<file path="src/rtl/core/assert_macros.svh">
// Assertion helpers shared by the RTL.
`ifndef ASSERT_MACROS_SVH
`define ASSERT_MACROS_SVH

// Checked on every rising clock edge, ignored while reset is held.
`define ASSERT_CLK(lbl, prop, msg) \
    lbl: assert property (@(posedge i_clk) disable iff (!i_rst_n) (prop)) else $error(msg);

// Checked on every rising clock edge, reset included.
`define ASSERT_ALWAYS(lbl, prop, msg) \
    lbl: assert property (@(posedge i_clk) (prop)) else $error(msg);

`endif

</file>
<file path="src/rtl/core/slfu_pkg.sv">
package slfu_pkg;

    localparam int          SLFU_Q_DEPTH       = 2;
    localparam logic [3:0]  SLFU_LAST_IDX      = 4'd14;
    localparam logic [3:0]  SLFU_BLANK         = 4'd10;
    localparam logic [3:0]  SLFU_MCH_MAX       = 4'd9;
    localparam logic [6:0]  SLFU_LINE_MAX      = 7'd99;
    localparam logic [13:0] SLFU_SPEED_MAX     = 14'd9999;
    localparam logic [5:0]  SLFU_ICON_ADDR     = 6'd1;
    localparam logic [5:0]  SLFU_UNITS_LO_ADDR = 6'd5;
    localparam logic [1:0]  SLFU_DIR_NO_TENS   = 2'd1;
    localparam logic [1:0]  SLFU_DIR_NO_UNITS  = 2'd0;

    // Decimal place handled by one conversion step.
    typedef enum logic [1:0] {
        PL_THOU,
        PL_HUND,
        PL_TENS
    } t_place;

    // One formatted snapshot: digit codes plus point controls.
    typedef struct packed {
        logic [3:0] icon;
        logic [3:0] line_t;
        logic [3:0] line_u;
        logic [3:0] mch;
        logic [3:0] thou;
        logic [3:0] hund;
        logic [3:0] tens;
        logic [3:0] units;
        logic       pow;
        logic [1:0] dir;
    } t_snap;

    typedef struct packed {
        logic full;
        logic empty;
    } t_q_stat;

    function automatic logic [13:0] place_weight(t_place p);
        logic [13:0] w;
        unique case (p)
            PL_THOU: w = 14'd1000;
            PL_HUND: w = 14'd100;
            PL_TENS: w = 14'd10;
            default: w = 14'd10;
        endcase
        return w;
    endfunction

    // Digit at place p of v, with v below ten times the weight.
    function automatic logic [3:0] dec_digit(logic [13:0] v, t_place p);
        logic [13:0] w;
        logic [3:0]  d;
        w = place_weight(p);
        d = 4'd0;
        for (int k = 1; k < 10; k++) begin
            if (v >= 14'(k) * w) begin
                d = 4'(k);
            end
        end
        return d;
    endfunction

    function automatic logic [3:0] icon_nibble(logic [2:0] area);
        logic [3:0] nib;
        case (area)
            3'd1:    nib = 4'h8;
            3'd2:    nib = 4'h4;
            3'd3:    nib = 4'h2;
            3'd4:    nib = 4'h1;
            default: nib = 4'h0;
        endcase
        return nib;
    endfunction

    function automatic logic [7:0] seg_code(logic [3:0] code);
        logic [7:0] seg;
        case (code)
            4'd0:    seg = 8'haf;
            4'd1:    seg = 8'ha0;
            4'd2:    seg = 8'h6d;
            4'd3:    seg = 8'he9;
            4'd4:    seg = 8'he2;
            4'd5:    seg = 8'hcb;
            4'd6:    seg = 8'hcf;
            4'd7:    seg = 8'ha1;
            4'd8:    seg = 8'hef;
            4'd9:    seg = 8'heb;
            default: seg = 8'h00;
        endcase
        return seg;
    endfunction

endpackage

</file>
<file path="src/rtl/core/slfu_in_if.sv">
interface slfu_in_if;
    logic        valid;
    logic        ready;
    logic [2:0]  area_sel;
    logic [6:0]  line_no;
    logic [3:0]  mch_no;
    logic [13:0] speed_val;
    logic [1:0]  dir_mode;
    logic        power_on;

    modport source (
        output valid, area_sel, line_no, mch_no, speed_val, dir_mode, power_on,
        input  ready
    );
    modport sink (
        input  valid, area_sel, line_no, mch_no, speed_val, dir_mode, power_on,
        output ready
    );
endinterface

</file>
<file path="src/rtl/core/slfu_out_if.sv">
interface slfu_out_if;
    logic       valid;
    logic       ready;
    logic [5:0] lcd_addr;
    logic [3:0] lcd_nibble;
    logic       last;

    modport source (
        output valid, lcd_addr, lcd_nibble, last,
        input  ready
    );
    modport sink (
        input  valid, lcd_addr, lcd_nibble, last,
        output ready
    );
endinterface

</file>
<file path="src/rtl/core/segment_lcd_screen_formatter_unit.sv">
// Segment LCD screen formatter.
// i_snap (sink): one screen snapshot per transaction - area icon, line
//   number, machine digit, speed value, direction code and power flag.
// o_wr (source): fifteen display writes per snapshot, each a 6-bit address
//   and a segment nibble; last marks the fifteenth write.
// Write order: area icon, line tens and units, machine digit, then the
//   speed thousands, hundreds, tens and units, high nibble first per digit.
// Throughput: one write per cycle while the receiver keeps o_wr.ready high,
//   set by the single output register of the write generator. The
//   converter front takes a new snapshot only once the last is pushed
//   into a small queue (QDepth entries), so snapshots are taken while
//   writes still drain.
// Reset (synchronous, active low) empties the queue and drops any snapshot
//   in flight; the output goes invalid on the next edge.
// Receiver stall: the pending write holds steady on o_wr; the generator
//   pauses, the queue fills, then i_snap.ready drops until room frees up.
`include "assert_macros.svh"

module segment_lcd_screen_formatter_unit #(
    parameter int QDepth = slfu_pkg::SLFU_Q_DEPTH
) (
    input  logic   i_clk,
    input  logic   i_rst_n,
    slfu_in_if.sink    i_snap,
    slfu_out_if.source o_wr
);
    import slfu_pkg::*;

    t_snap   front_data;
    t_snap   q_head;
    t_q_stat q_stat;
    logic    q_push;
    logic    q_pop;

    // Front: saturation, icon lookup and digit extraction, one place a cycle.
    slfu_front u_front (
        .i_clk    (i_clk),
        .i_rst_n  (i_rst_n),
        .i_snap   (i_snap),
        .i_q_stat (q_stat),
        .o_push   (q_push),
        .o_data   (front_data)
    );

    // Snapshot queue decoupling conversion from write generation.
    slfu_fifo #(
        .Depth (QDepth)
    ) u_fifo (
        .i_clk   (i_clk),
        .i_rst_n (i_rst_n),
        .i_push  (q_push),
        .i_data  (front_data),
        .i_pop   (q_pop),
        .o_head  (q_head),
        .o_stat  (q_stat)
    );

    // Back: segment mapping and the fifteen-write sequence.
    slfu_back u_back (
        .i_clk    (i_clk),
        .i_rst_n  (i_rst_n),
        .i_head   (q_head),
        .i_q_stat (q_stat),
        .o_pop    (q_pop),
        .o_wr     (o_wr)
    );

    // The closing write of a snapshot is always the speed units low nibble.
    `ASSERT_CLK(a_last_addr, o_wr.valid && o_wr.last |-> o_wr.lcd_addr == SLFU_UNITS_LO_ADDR, "last write at wrong address")
    // The area icon lights at most one segment.
    `ASSERT_CLK(a_icon_onehot, o_wr.valid && o_wr.lcd_addr == SLFU_ICON_ADDR |-> $onehot0(o_wr.lcd_nibble), "icon nibble not one-hot")
    // The front never pushes into a full queue.
    `ASSERT_CLK(a_no_overflow, q_push |-> !q_stat.full, "push into full queue")
    // No write is offered on the edge after a reset edge.
    `ASSERT_ALWAYS(a_reset_quiet, !i_rst_n |=> !o_wr.valid, "output valid after reset")

endmodule

</file>
<file path="src/rtl/core/slfu_front.sv">
module slfu_front (
    input  logic            i_clk,
    input  logic            i_rst_n,
    slfu_in_if.sink         i_snap,
    input  slfu_pkg::t_q_stat i_q_stat,
    output logic            o_push,
    output slfu_pkg::t_snap o_data
);
    import slfu_pkg::*;

    typedef enum logic [1:0] {
        ST_IDLE,
        ST_CONV,
        ST_PUSH
    } t_state;

    t_state      r_state;
    t_place      r_place;
    logic [13:0] r_rest;
    t_snap       r_snap;

    logic        accept;
    logic [6:0]  line_sat;
    logic [3:0]  line_t;
    logic [6:0]  line_rem;
    logic [3:0]  dig;
    logic [13:0] rest_next;

    assign i_snap.ready = (r_state == ST_IDLE);
    assign accept       = i_snap.valid && i_snap.ready;
    assign o_push       = (r_state == ST_PUSH) && !i_q_stat.full;
    assign o_data       = r_snap;

    assign line_sat = (i_snap.line_no > SLFU_LINE_MAX) ? SLFU_LINE_MAX : i_snap.line_no;
    assign line_t   = dec_digit(14'(line_sat), PL_TENS);
    assign line_rem = line_sat - 7'(place_weight(PL_TENS) * 14'(line_t));

    // One decimal digit of the speed per cycle.
    assign dig       = dec_digit(r_rest, r_place);
    assign rest_next = r_rest - place_weight(r_place) * 14'(dig);

    always_ff @(posedge i_clk) begin
        if (!i_rst_n) begin
            r_state <= ST_IDLE;
        end else begin
            unique case (r_state)
                ST_IDLE: begin
                    if (accept) begin
                        r_state       <= ST_CONV;
                        r_place       <= PL_THOU;
                        r_rest        <= (i_snap.speed_val > SLFU_SPEED_MAX) ?
                                         SLFU_SPEED_MAX : i_snap.speed_val;
                        r_snap.icon   <= icon_nibble(i_snap.area_sel);
                        r_snap.line_t <= line_t;
                        r_snap.line_u <= line_rem[3:0];
                        r_snap.mch    <= (i_snap.mch_no > SLFU_MCH_MAX) ?
                                         SLFU_BLANK : i_snap.mch_no;
                        r_snap.pow    <= i_snap.power_on;
                        r_snap.dir    <= i_snap.dir_mode;
                    end
                end
                ST_CONV: begin
                    r_rest <= rest_next;
                    unique case (r_place)
                        PL_THOU: begin
                            r_snap.thou <= (dig == 4'd0) ? SLFU_BLANK : dig;
                            r_place     <= PL_HUND;
                        end
                        PL_HUND: begin
                            r_snap.hund <= dig;
                            r_place     <= PL_TENS;
                        end
                        PL_TENS: begin
                            r_snap.tens  <= dig;
                            r_snap.units <= rest_next[3:0];
                            r_state      <= ST_PUSH;
                        end
                        default: r_place <= PL_THOU;
                    endcase
                end
                ST_PUSH: begin
                    if (!i_q_stat.full) begin
                        r_state <= ST_IDLE;
                    end
                end
                default: r_state <= ST_IDLE;
            endcase
        end
    end

endmodule

</file>
<file path="src/rtl/core/slfu_fifo.sv">
module slfu_fifo #(
    parameter int Depth = slfu_pkg::SLFU_Q_DEPTH
) (
    input  logic              i_clk,
    input  logic              i_rst_n,
    input  logic              i_push,
    input  slfu_pkg::t_snap   i_data,
    input  logic              i_pop,
    output slfu_pkg::t_snap   o_head,
    output slfu_pkg::t_q_stat o_stat
);
    import slfu_pkg::*;

    localparam int AW = (Depth > 1) ? $clog2(Depth) : 1;
    localparam int CW = $clog2(Depth + 1);

    t_snap         r_mem [Depth];
    logic [AW-1:0] r_wr_ptr;
    logic [AW-1:0] r_rd_ptr;
    logic [CW-1:0] r_count;

    function automatic logic [AW-1:0] ptr_inc(logic [AW-1:0] p);
        return (p == AW'(Depth - 1)) ? '0 : p + AW'(1);
    endfunction

    assign o_head       = r_mem[r_rd_ptr];
    assign o_stat.full  = (r_count == CW'(Depth));
    assign o_stat.empty = (r_count == '0);

    always_ff @(posedge i_clk) begin
        if (i_push) begin
            r_mem[r_wr_ptr] <= i_data;
        end
    end

    always_ff @(posedge i_clk) begin
        if (!i_rst_n) begin
            r_wr_ptr <= '0;
            r_rd_ptr <= '0;
            r_count  <= '0;
        end else begin
            if (i_push) begin
                r_wr_ptr <= ptr_inc(r_wr_ptr);
            end
            if (i_pop) begin
                r_rd_ptr <= ptr_inc(r_rd_ptr);
            end
            if (i_push && !i_pop) begin
                r_count <= r_count + CW'(1);
            end else if (i_pop && !i_push) begin
                r_count <= r_count - CW'(1);
            end
        end
    end

endmodule

</file>
<file path="src/rtl/core/slfu_back.sv">
module slfu_back (
    input  logic              i_clk,
    input  logic              i_rst_n,
    input  slfu_pkg::t_snap   i_head,
    input  slfu_pkg::t_q_stat i_q_stat,
    output logic              o_pop,
    slfu_out_if.source        o_wr
);
    import slfu_pkg::*;

    logic       r_have;
    logic [3:0] r_idx;
    t_snap      r_item;
    logic       r_out_valid;
    logic [5:0] r_addr;
    logic [3:0] r_nib;
    logic       r_last;

    logic       load_ok;
    logic       done_item;
    logic [3:0] pos;
    logic [3:0] code;
    logic       point;
    logic [5:0] base;
    logic [7:0] seg;
    logic [5:0] w_addr;
    logic [3:0] w_nib;

    assign load_ok   = !r_out_valid || o_wr.ready;
    assign done_item = r_have && load_ok && (r_idx == SLFU_LAST_IDX);
    assign o_pop     = !i_q_stat.empty && (!r_have || done_item);

    // Writes 1..14 are digit pairs: pos[3:1] picks the digit, pos[0] the half.
    assign pos = r_idx - 4'd1;

    always_comb begin
        case (pos[3:1])
            3'd0: begin code = r_item.line_t; point = 1'b1; base = 6'd16; end
            3'd1: begin code = r_item.line_u; point = 1'b0; base = 6'd14; end
            3'd2: begin code = r_item.mch;    point = 1'b1; base = 6'd12; end
            3'd3: begin code = r_item.thou;   point = 1'b1; base = 6'd10; end
            3'd4: begin code = r_item.hund;   point = r_item.pow; base = 6'd8; end
            3'd5: begin
                code  = r_item.tens;
                point = (r_item.dir != SLFU_DIR_NO_TENS);
                base  = 6'd6;
            end
            default: begin
                code  = r_item.units;
                point = (r_item.dir != SLFU_DIR_NO_UNITS);
                base  = 6'd4;
            end
        endcase
    end

    assign seg = seg_code(code);

    always_comb begin
        if (r_idx == 4'd0) begin
            w_addr = SLFU_ICON_ADDR;
            w_nib  = r_item.icon;
        end else if (!pos[0]) begin
            w_addr = base;
            w_nib  = {seg[7:5], seg[4] | point};
        end else begin
            w_addr = base + 6'd1;
            w_nib  = seg[3:0];
        end
    end

    always_ff @(posedge i_clk) begin
        if (!i_rst_n) begin
            r_have      <= 1'b0;
            r_out_valid <= 1'b0;
        end else begin
            if (load_ok) begin
                r_out_valid <= r_have;
            end
            if (r_have && load_ok) begin
                r_addr <= w_addr;
                r_nib  <= w_nib;
                r_last <= (r_idx == SLFU_LAST_IDX);
                if (r_idx != SLFU_LAST_IDX) begin
                    r_idx <= r_idx + 4'd1;
                end
            end
            if (o_pop) begin
                r_item <= i_head;
                r_idx  <= 4'd0;
                r_have <= 1'b1;
            end else if (done_item) begin
                r_have <= 1'b0;
            end
        end
    end

    assign o_wr.valid      = r_out_valid;
    assign o_wr.lcd_addr   = r_addr;
    assign o_wr.lcd_nibble = r_nib;
    assign o_wr.last       = r_last;

endmodule
</file>
<file path="src/flat_wrapper.sv">
// flat-port wrapper written by rule: the top's interface ports become plain ports
module segment_lcd_screen_formatter_unit_flat import slfu_pkg::*;
#(
    parameter int QDepth = slfu_pkg::SLFU_Q_DEPTH
)
  (i_clk, i_rst_n, i_snap_valid, i_snap_area_sel, i_snap_line_no, i_snap_mch_no, i_snap_speed_val, i_snap_dir_mode, i_snap_power_on, i_snap_ready, o_wr_valid, o_wr_lcd_addr, o_wr_lcd_nibble, o_wr_last, o_wr_ready);
  slfu_in_if i_snap_i ();
  slfu_out_if o_wr_i ();
  input  logic i_clk;
  input  logic i_rst_n;
  input wire logic [$bits(i_snap_i.valid)-1:0] i_snap_valid;
  input wire logic [$bits(i_snap_i.area_sel)-1:0] i_snap_area_sel;
  input wire logic [$bits(i_snap_i.line_no)-1:0] i_snap_line_no;
  input wire logic [$bits(i_snap_i.mch_no)-1:0] i_snap_mch_no;
  input wire logic [$bits(i_snap_i.speed_val)-1:0] i_snap_speed_val;
  input wire logic [$bits(i_snap_i.dir_mode)-1:0] i_snap_dir_mode;
  input wire logic [$bits(i_snap_i.power_on)-1:0] i_snap_power_on;
  output wire logic [$bits(i_snap_i.ready)-1:0] i_snap_ready;
  output wire logic [$bits(o_wr_i.valid)-1:0] o_wr_valid;
  output wire logic [$bits(o_wr_i.lcd_addr)-1:0] o_wr_lcd_addr;
  output wire logic [$bits(o_wr_i.lcd_nibble)-1:0] o_wr_lcd_nibble;
  output wire logic [$bits(o_wr_i.last)-1:0] o_wr_last;
  input wire logic [$bits(o_wr_i.ready)-1:0] o_wr_ready;
  assign i_snap_i.valid = i_snap_valid;
  assign i_snap_i.area_sel = i_snap_area_sel;
  assign i_snap_i.line_no = i_snap_line_no;
  assign i_snap_i.mch_no = i_snap_mch_no;
  assign i_snap_i.speed_val = i_snap_speed_val;
  assign i_snap_i.dir_mode = i_snap_dir_mode;
  assign i_snap_i.power_on = i_snap_power_on;
  assign i_snap_ready = i_snap_i.ready;
  assign o_wr_valid = o_wr_i.valid;
  assign o_wr_lcd_addr = o_wr_i.lcd_addr;
  assign o_wr_lcd_nibble = o_wr_i.lcd_nibble;
  assign o_wr_last = o_wr_i.last;
  assign o_wr_i.ready = o_wr_ready;
  segment_lcd_screen_formatter_unit #(.QDepth(QDepth)) u_core (.i_clk(i_clk), .i_rst_n(i_rst_n), .i_snap(i_snap_i), .o_wr(o_wr_i));
endmodule
</file>
<file path="config.mk">
export PLATFORM = sky130hd
export DESIGN_NAME = segment_lcd_screen_formatter_unit_flat
export DESIGN_NICKNAME = d
export VERILOG_FILES = /design/src/rtl/core/slfu_pkg.sv /design/src/rtl/core/slfu_in_if.sv /design/src/rtl/core/slfu_out_if.sv /design/src/rtl/core/segment_lcd_screen_formatter_unit.sv /design/src/rtl/core/slfu_front.sv /design/src/rtl/core/slfu_fifo.sv /design/src/rtl/core/slfu_back.sv /design/src/flat_wrapper.sv
export VERILOG_INCLUDE_DIRS = /design/src /design/src/rtl/core
export SDC_FILE = /design/constraint.sdc
export NUM_CORES = 1
export LEC_CHECK = 0
export ABC_AREA = 1
export BUFFER_PORTS_ARGS = -buffer_cell sky130_fd_sc_hd__buf_4
export CORE_ASPECT_RATIO = 0.8
export CORE_MARGIN = 1
export CORE_UTILIZATION = 50
export DETAILED_ROUTE_END_ITERATION = 6
export PLACE_DENSITY = 0.75
export RECOVER_POWER = 25
export SETUP_SLACK_MARGIN = 0.2
export SLEW_MARGIN = 30
export SYNTH_ARGS = -nofsm -noshare
export SYNTH_HDL_FRONTEND = slang
export SYNTH_SLANG_ARGS = --single-unit
</file>
<file path="constraint.sdc">
create_clock -name i_clk -period 16.7 [get_ports i_clk]
set_input_delay 0.835 -clock i_clk [delete_from_list [all_inputs] [get_ports i_clk]]
set_output_delay 0.835 -clock i_clk [all_outputs]
set_load 0.02 [all_outputs]
</file>
==> results of run 1 <==
power by group:
part	leakage, nW	internal [mW]	switching, mW
Sequential	1.62	0.573	0.0396
Clock	0.302	0.206	0.200
Combinational	3.48	0.281	0.532
how the worst max path moves through the flow:
stage | startpoint | end | cells after the start
after floorplan | u_core.u_front.r_place[1] | u_core.u_front.r_rest[13] | 28
after global placement | u_core.u_front.r_place[0] | u_core.u_front.r_rest[12] | 31
after detailed placement | u_core.u_front.r_place[0] | u_core.u_front.r_rest[13] | 31
after CTS | u_core.u_front.r_place[0] | u_core.u_front.r_rest[13] | 31
after global routing | u_core.u_front.r_place[0] | u_core.u_front.r_rest[13] | 31
final | u_core.u_front.r_place[0] | u_core.u_front.r_rest[13] | 31
kinds of logic after synthesis:
| kind of cell | share of synthesized area (%) |
|---|---|
| xor gates and xnor gates | 1.55 |
| and+or+nand+nor | 21.2 |
| other | 0.0694 |
| AOI/OAI and AO/OA | 6.34 |
| buffers and inverters | 7.20 |
| adders and majority gates | 15.0 |
| DFF | 48.7 |
per-layer routing:
metal  global-route usage [%]  share of wire (%)
met2                     33.1                 41
met3                     5.38                7.9
met4                     5.56               0.95
met5                        0                  0
met1                     35.4                 50
layout make-up:
type,count,area share [%]
multi-input cells,785,39.6
clock inverters,15,1.68
clock buffers,17,3.51
repair buffers,54,3.36
flip-flops and latches,178,43.4
well taps,269,2.78
inverters,182,5.65
registers in the layout, summed over array words and instances (netlist names):
name	flops
u_core.u_back.o_wr.last	1
u_core.u_back.o_wr.lcd_addr	5
u_core.u_back.o_wr.lcd_nibble	4
u_core.u_back.o_wr.valid	1
u_core.u_back.r_have	1
u_core.u_back.r_idx	4
u_core.u_back.r_item	35
u_core.u_fifo.r_count	2
u_core.u_fifo.r_mem	70
u_core.u_fifo.r_rd_ptr	1
u_core.u_fifo.r_wr_ptr	1
u_core.u_front.o_data	35
u_core.u_front.r_place	2
u_core.u_front.r_rest	14
u_core.u_front.r_state	2
cells in the mapped netlist, types with 4 or more instances:
master,n,share of area (%)
nor3_1,21,0.97
nor2_1,107,3.7
nor4_1,9,0.52
clkbuf_1,11,0.38
nor2_4,4,0.42
inv_2,6,0.21
o21ai_0,36,1.7
nand2_1,289,10
dfxtp_1,8,1.5
nand2_2,7,0.40
ha_1,96,11
edfxtp_1,170,47
xnor2_1,7,0.57
nand3b_1,4,0.28
fa_1,21,3.9
a21oi_1,56,2.6
xor2_1,9,0.73
nand3_1,55,2.5
o211ai_1,4,0.28
inv_1,175,6.1
nand4_1,16,0.93
metrics by stage:
step / utilization (%) / setup WS [ps] / area (sq um)
after floorplan: - / 10510 / 10800
after detailed placement: 55.0 / 9690 / 11500
after CTS: 58.0 / 9650 / 12100
after global placement: 54.8 / 9950 / 11500
after global routing: 57.9 / 8960 / 12100
final: 57.9 / 9560 / 12100
==> results.txt, run 1 <==
- The design draws 1.83 mW.
- Dividing the detail-routed wire length by the instance count gives 16.3 microns.
- Worst slew slack as a fraction of its limit: 6.09%
* Async set or reset register ratio after synthesis: 0%
- The worst path needs 7140 ps of the cycle, external delays included.
* First-pass DRT Iterations: 7
* Worst Tran Pin Value: 1400 ps
- Wires add up to 24.4 mm.
- Post-CTS Hold Buffers: 0
- In the routed layout, each cell is associated on average with a via count of 5.37.
- Top library cells by usage in the layout, fill and taps aside: nand2_1, inv_1, edfxtp_1
- Registers take 5270 sq um.
- The worst setup path is captured at a register.
- Yosys mapped a number of flops with a built-in enable equal to 170.
* Clock sink count: 178
* Setup TNS after final layout: 0 ps
* Diodes inserted: 0
- The floorplan step defined a die boundary enclosing 22,200 sq um.
- Reg2Reg Capture Point: u_core.u_front.r_rest[13]
- Hold Crit Endpoint: u_core.u_fifo.r_mem[0][29]
- Tightest hold margin: 444 ps
- Measured along the x axis, the die boundary spans 166 microns.
- The worst hold path passes through 0 cells.
* Final-report max-slew violation count: 0
- The checks that failed: DRC.
- Power spread over the standard cell area amounts to 151 nW/um^2.
- Number of buffer cells added on primary ports: 46
* Weighted congestion at the end of routability-driven global placement: 0.907
- Once the clock tree was built, the setup fixing pass inserted 0 buffers.
- Number of cells on the worst reg-to-reg path: 31
- The path class of the tightest hold or removal check is reg2reg.
- Clock latency on the worst-skew pair, taken at its later pin, is 440 ps.
- In the finished design, the share of the clock period the worst path needs comes to 42.8%.
- After clock tree synthesis, the clock-pin slew on the worst setup and hold paths is 80 ps.
- H-tree depth reported by CTS: 4
- The library cell used most frequently in the layout, excluding fill and tap cells, is nand2_1.
- CTS tree: yes
* CP bufs+invs: 10
* Initial antenna violation count: 0
* Leakage power: 5.40 nW
* Number of gates resized after cts: 0
- The worst hold path begins at u_core.u_front.o_data[29].
- Along the worst path, the maximum fanout reaches 13.
- Syn Inst Count: 1,160
- Averaged over all synthesized cells, the footprint is 9.33 sq um.
* Fraction of final layout cells with drive strength greater than 1: 9.75%
- The startpoint identified for the worst register-to-register timing path is u_core.u_front.r_place[0].
* Flip-flop and latch count after synthesis: 178
- The setup check on the worst reg-to-reg path leaves a slack of 9560 ps.
- Total gr overflow: 0
- Worst Path Arrival: 7300 ps
* Synthesized cell area: 10,800 sq um
- Num CTS Buffers: 17
- Static timing analysis puts the maximum clock frequency at 140 MHz.
- First-pass GRT wire length: 39.7 mm
- Once detail routing completed, the nets flagged for antenna violations numbered 0.
- Initial standard-cell utilization of the core: 51.7%
* NumNets Final: 1,370
* Maximum vdd drop: 0.0836 mV
- STA puts the critical path data required time at 16,850 ps.
- Fin. Hold Viols: 0
- Final HPWL DP: 18.4 mm
* Result of the run: finished with violations
- Clock skew on the completed layout was measured at 15.1 ps.
* Most used flip-flop cell after synthesis: edfxtp_1
- In the final layout, the multi-input gates occupy 4800 sq um.
* Category of cells accounting for the largest share of critical-path delay: adder cells
* Fillers: 1,806
* Number of design-rule violations left by the first detailed-router iteration: 754
* Category of the worst setup path launch point: register
- The largest single stage delay on the critical path is 630 ps.
- Core region area: 20,900 sq um
* DRC violation count after routing: 3
- Fraction of the yosys area taken by sequential cells: 48.7%
* Maximum root-to-sink buffer count: 2
- The number of global-route vias before repair came to 7,547.
- Final setup violating endpoints: 0
- During I/O placement, the number of pins put on the boundary was 48.
- Most used cell along the critical path: inv_1
* Final standard cell count with taps included and fillers excluded: 1,500
- Number of unique standard cell types used by synthesis: 52
* Site row count: 47
- Max-cap violations in this run came to 0.
- The die is 134 microns tall.
- For this run, the number of Yosys warnings is 0.
- Worst Path Class, Setup: reg2reg
- Crit path max-delay cell type: ha_1
* Pin count of the biggest net entering global routing: 38
* Total Routing Usage GR: 23.2%
* Synth-to-Final Area Change: 12.0%
* RSZ-0062 raised after global routing: false
* Number of placed instances, taps included: 1,468
- Routed vias: 8,049
* Clock tree root driver cell: clkbuf_16
No activity file was read; power rests on OpenSTA's default activity.
==> inputs of run 2 (changes only) <==
ABC_AREA = 0   (was 1)
clock period = 6.6 ns   (was 16.7 ns; I/O delays follow)
==> run 2 against run 1 <==
  * The run now ends clean
  * Routed wire length fell by 6.5%
  * Die area down 1.8%
  * Synthesized cell count is 22% lower
  * Combinational power rose to 3.0 times the previous value
  * Sequential share of layout area is 0.10 points lower
  * Cell count is 17% lower
  * Critical path depth fell by 6
==> results.txt, run 2 <==
- Worst Path Arrival: 6320 ps
* Result of the run: finished, final reports clean
- For this block, wires on met1 add up to 11.2 mm.
- Power density over cell area: 419 nW/um^2
* Synth-to-Final Area Change: 14.4%
- Setup repair after global routing could not meet its margin everywhere.
* Fraction of the yosys area taken by sequential cells: 49.6%
- Number of maximum-capacitance violations: 0
- Pin count of the biggest net entering global routing: 37
- For the worst setup path, the data required time is 6760 ps.
- Number of enable flip-flop cells after synthesis: 170
- Top library cells by usage in the layout, fill and taps aside: edfxtp_1, ha_1, inv_1
- Of the cells placed in the final design, the portion with a size suffix greater than 1 is 18.3%.
* Worst Path Class, Setup: reg2reg
* Biggest area contributors in the synthesized netlist: edfxtp_1, ha_1, fa_1
- The number of global-route vias before repair is 6,949.
- In the synthesized netlist, the cells that appear most often are edfxtp_1, ha_1, inv_1, nor2_1, nand2_1.
* Worst setup margin: 436 ps
- Type of destination of the critical path: register
* Number of unique standard cell types used by synthesis: 84
- Syn Inst Count: 901
- Initial antenna violation count: 0
* Clock sink count: 178
* Routed vias: 7,164
- Detail Route Antenna Nets: 0
- Mean instance size in the synthesized netlist: 11.8 sq um
* H-tree depth reported by CTS: 4
- Die width: 165 microns
- Measured along the y axis, the die boundary spans 132 microns.
- NumNets Final: 1,120
- After synthesis the netlist holds a flip-flop and latch count of 178.
- Number of design-rule violations left by the first detailed-router iteration: 547
- The routed design uses 1.61 mm of met3 wire.
* Fillers: 1,638
- Pin placement for this block handled 48 I/O pins.
* Achievable frequency: 162 MHz
- Final-report max-slew violation count: 0
* Top-area cell type share of the netlist area: 48.1%
- Fin. Hold Viols: 0
- Via/cell ratio: 5.73
- Buffers placed on the I/O ports in this run total 46.
- Final standard cell count with taps included and fillers excluded: 1,250
* Diodes inserted: 0
- In this run the standard cell core region covers 20,800 sq um.
- Dividing the detail-routed wire length by the instance count gives 18.3 microns.
* Final clock period utilization by the worst path: 93.4%
- The wire-length estimate of the detail-placed layout is 16.6 mm.
- Max Fanout on Critical Path: 6
- Total power consumption of the routed design: 5.09 mW
- CTS tree: yes
- IR analysis of the VDD net gives a maximum drop of 0.322 mV.
- Die footprint: 21,800 sq um
* Crit path max-delay cell type: fa_1
- Initial standard-cell utilization of the core: 51.2%
- The pre-antenna-repair detailed-routing pass consisted of 6 iterations.
* Register with the most flip-flops: u_core.u_fifo.r_mem
- In this run the static leakage power is 4.72 nW.
- Summed over all instances, the cell type with the most area after synthesis is edfxtp_1.
- Cell with the most instances after synthesis: edfxtp_1
- Most common cell after layout, fill and taps aside: edfxtp_1
- Total gr overflow: 0
* Tightest hold margin: 102 ps
- For this block, the routed nets add up to 22.8 mm of wire.
- Detailed routing placed a total of 9.82 mm of wire on met2.
- Total Routing Usage GR: 21.9%
- DRC violation count after routing: 0
- Yosys warning total: 0
- Measured against its own limit, the worst slew margin works out to 31.0%.
- Clock tree synthesis inserted a total of 17 buffers.
- Worst-case setup slack after placement: 146 ps
- In this run, placement finished with an instance count of 1,216.
- Clock edge transition at the registers on the reported setup and hold paths: 80 ps
* Weighted congestion at the end of routability-driven global placement: 0.879
- After detailed routing, no signal wire sits above met4.
- The initialized floorplan defines 47 standard-cell rows.
* Maximum clock skew at final layout: 16.1 ps
- The clock passes through at most 2 buffers.
* Later-pin clock latency in the skew report: 430 ps
* Final period demand of the worst path: 6160 ps
- Measured on the finished design, the core utilization comes to 58.5%.
* Async set or reset register ratio after synthesis: 0%
* Final setup violating endpoints: 0
- The first global-routing pass estimated 36.5 mm of wire.
- The finished cells cover 12,100 sq um.
* Clock tree root driver cell: clkbuf_16
- For this run, the leading register cell type out of synthesis is edfxtp_1.
- Summing all placed instances gives a cell area of 11,400 sq um.
* Flip-flop count of the largest register, all copies and words added: 70
- Setup slack, reg-to-reg: 440 ps
* Synthesized cell area: 10,600 sq um
- The worst hold path belongs to the class in2reg.
* Category of the worst setup path launch point: register
- Setup TNS after final layout: 0 ps
- On the worst path, the slowest cell contributes a delay of 500 ps.
* Worst Tran Pin Value: 1030 ps
==> run 2: cell types whose count changed after synthesis, moves of 34 or more <==
cell,change
nand2_1,-237
inv_1,-92
nor2_1,-51
mux2_2,+35
nand3_1,-34
==> run 2: routing by layer <==
layer | vias to the layer above | track usage [%]
li1 | 3478 | -
met1 | 3421 | 34.8
met2 | 251 | 31.1
met3 | 14 | 3.65
met4 | 0 | 4.84
met5 | - | 0
==> run 2: critical path, delay by kind of cell, from the launching register on <==
| kind | cells | cell delay, ps |
|---|---|---|
| compound gates | 8 | 1910 |
| fa+ha+maj | 6 | 2240 |
| buf+inv | 5 | 450 |
| flops | 1 | 450 |
| simple gates | 6 | 850 |
==> run 2: what timing repair did <==
item / in CTS / in global routing
resized for setup: 2 / 29
hold buffers: 0 / 0
setup endpoints to repair: 1 / 7
pin swaps: 0 / 6
setup buffers: 0 / 2
hold endpoints to repair: 0 / 0
==> run 2: final cells by class <==
cell class                      count  area (sq um)  area share, %
Clock buffer                       18           429           3.53
Clock inverter                     14           216           1.78
Tap cell                          269           337           2.77
Inverter                           83           312           2.56
Sequential cell                   178          5270           43.3
Multi-Input combinational cell    612          5020           41.3
Timing Repair Buffer               76           568           4.68
==> run 2: report_power, final <==
group	leakage (nW)	switching (mW)	internal, mW
logic	2.79	1.39	1.03
clock network	0.312	0.442	0.648
registers	1.62	0.138	1.45
==> run 2: worst paths after layout <==
check / start / endpoint / depth (start not counted)
max: u_core.u_front.r_place[1] / u_core.u_front.r_rest[11] / 25
min: i_snap_dir_mode[0] / u_core.u_front.o_data[0] / 1
min reg2reg: u_core.u_front.o_data[0] / u_core.u_fifo.r_mem[0][0] / 0
max reg2reg: u_core.u_front.r_place[1] / u_core.u_front.r_rest[11] / 25
==> run 2: logic make-up after synthesis <==
kind of cell             synth area share, %
AO/OA/AOI/OAI                           12.4
XOR/XNOR                                1.73
adder cells (fa/ha/maj)                 15.3
buffers and inverters                   4.75
flip-flops                              49.6
multiplexers                            4.37
other                                 0.0707
AND/OR/NAND/NOR                         11.8
==> inputs of run 3 (changes only) <==
BUFFER_PORTS_ARGS = not set   (was -buffer_cell sky130_fd_sc_hd__buf_4)
CTS_CLUSTER_DIAMETER = 150   (was not set)
DONT_BUFFER_PORTS = 1   (was not set)
PLACE_DENSITY = 0.73   (was 0.75)
==> run 3 against run 2 <==
  * Sequential share of layout area up 0.90 points
  * Worst setup slack worse by 32 ps
  * Design area decreased by 2.0%
  * Global-route usage shrank 0.83 points
  * Die area stayed put
  * Hold slack got worse by 79 ps
  * Fmax decreased by 0.52%
  * Count of clock-buffer cells in the layout did not move
  * Clock power decreased by 4%
  * Via count decreased by 1.4%
  * Critical endpoint unchanged
  * Highest routed layer unchanged
==> results.txt, run 3 (synthesis results as in run 2) <==
* Worst Path Class, Setup: reg2reg
* Leakage power: 4.55 nW
* Kind of path behind the tightest hold check: in2reg
- Diodes inserted: 0
* Fin. Hold Viols: 0
* Maximum clock skew at final layout: 16.6 ps
- Setup repair after global routing left no endpoint under its margin.
* Die width: 165 microns
* Worst Path Arrival: 6380 ps
* Sequential power share: 31.7%
* Worst setup margin: 404 ps
- Summed over all layers, the routed wires come to 22.3 mm.
* Number of design-rule violations left by the first detailed-router iteration: 537
- Pin count of the biggest net entering global routing: 37
- Adding up every negative setup slack in the final design gives 0 ps.
- The routed design could run at a clock period as short as 6200 ps.
- Buffers inserted during clock tree synthesis total 17.
* Number of maximum-capacitance violations: 0
- After detailed routing, the average wire length per cell comes to 18.4 microns.
- For the pin with the worst max-slew slack, the measured transition is 821 ps.
- Detail Route Antenna Nets: 0
- Maximum vdd drop: 0.394 mV
- Derived from the worst setup path, the maximum achievable clock frequency is 161 MHz.
- Leaving out fill and tap cells, the most frequent cells in the layout are edfxtp_1, ha_1, inv_1.
- The first global-routing pass estimated 35.0 mm of wire.
- Site row count: 47
* Number of global-route vias before repair: 6,556
* Max Fanout on Critical Path: 12
* Later-pin clock latency in the skew report: 430 ps
- Clock tree synthesis found a total of 178 sinks.
* Category of the worst setup path launch point: register
- Number of buffer cells added on primary ports: 0
* Data required time at the worst endpoint: 6790 ps
- Final-report max-slew violation count: 0
- Switching power: 1.97 mW
* DRC violation count after routing: 0
* Core region area: 20,800 sq um
* Final setup violating endpoints: 0
- Tightest hold margin: 23.7 ps
- Clock-pin slew was measured on the worst setup and hold paths at 80 ps.
* Synth-to-Final Area Change: 12.0%
- Number of top-level pins: 48
- Gate power share: 47.6%
- In this run the power density over the cells is 425 nW/um^2.
- Post-layout util: 57.3%
- Dividing the detail-routed via count by the number of cells gives 5.83.
- Initial antenna violation count: 0
- Clock tree root driver cell: clkbuf_16
- Type of destination of the critical path: register
- The internal portion of the total power is 3.09 mW.
* Routed vias: 7,065
* Fraction of final layout cells with drive strength greater than 1: 15.9%
- Final clock period utilization by the worst path: 93.9%
* Design area: 11,900 sq um
- The die covers 21,800 sq um.
* NumNets Final: 1,082
- The clock passes through at most 2 buffers.
* Weighted congestion at the end of routability-driven global placement: 0.929
- H-tree depth reported by CTS: 4
- Flip-flop count of the largest register, all copies and words added: 70
- CTS tree: yes
- Result of the run: finished, final reports clean
- Most common cell after layout, fill and taps aside: edfxtp_1
* Worst-case setup slack after placement: 141 ps
- Switching share of total power: 38.9%
- After detailed placement, the total cell area comes to 11,100 sq um.
- Vertical extent of the die: 132 microns
- First-pass DRT Iterations: 4
- Worst slew slack as a fraction of its limit: 45.2%
- Total gr overflow: 0
- Register with the most flip-flops: u_core.u_fifo.r_mem
- Total Routing Usage GR: 21.1%
- Detailed placement ended at an HPWL of 16.3 mm.
- The initial utilization of the core area, before any placement, comes to 51.2%.
- Clock network fraction of total power: 20.7%
run 3: worst paths after layout:
kind / from / end / slack, ps / depth (start not counted)
hold / removal: i_rst_n / u_core.u_back.o_wr.valid / 20 / 1
hold reg to reg: u_core.u_front.o_data[29] / u_core.u_fifo.r_mem[0][29] / 440 / 0
setup / recovery: u_core.u_front.r_place[0] / u_core.u_front.r_rest[11] / 400 / 25
setup reg to reg: u_core.u_front.r_place[0] / u_core.u_front.r_rest[11] / 400 / 25
run 3: routing by layer:
metal	GRT usage (%)	vias to the layer above	part of all wire, %
met5	0	-	0
met4	5.25	0	0.77
met3	4.15	16	7.0
met2	29.2	219	43
met1	33.4	3450	50
li1	-	3380	-
run 3: repair_timing:
item | 4_1_cts | 5_1_grt
buffers inserted | 0 | 3
endpoints found under the setup margin | 2 | 7
pin swaps | 0 | 8
hold endpoints to repair | 4 | 0
hold buffers | 4 | 0
gates resized for setup | 2 | 31
gates cloned | 0 | 0
run 3: power groups by stage:
stage	sequential [mW]	clock [mW]	combinational [mW]
after CTS	1.60	1.06	2.31
after global routing	1.62	1.11	2.68
after floorplan	1.54	0	1.83
final	1.60	1.05	2.41
after global placement	1.62	0	2.22
after detailed placement	1.62	0	2.27
run 3: final cells by class:
type | count | area (sq um)
Clock buffer | 18 | 429
Clock inverter | 14 | 190
Fill cell | 1676 | 8860
Inverter | 83 | 312
Multi-Input combinational cell | 612 | 5030
Sequential cell | 178 | 5270
Tap cell | 269 | 337
Timing Repair Buffer | 38 | 339
run 3: critical path: stages, from the launching register on:
cell and delay (ps):
edfxtp_1 420, nor2b_1 170, inv_1 80, ha_2 220
buf_6 180, inv_1 80, ha_1 310, nor4bb_1 270
a221oi_1 140, o21ai_0 190, a221o_1 190, and3b_2 250
o311ai_4 320, nand3_1 140, fa_1 390, fa_1 490
inv_1 50, fa_1 490, inv_1 40, ha_1 240
or3_1 390, nor3_2 240, nor2_1 80, a21o_1 220
a311oi_2 270, o41ai_1 100
run 3: metrics by stage:
stage	total power, mW	cells
5_1_grt	5.40	1212
6_report	5.06	1212
3_3_place_gp	3.84	1171
2_1_floorplan	3.38	902
3_5_place_dp	3.90	1173
4_1_cts	4.97	1209
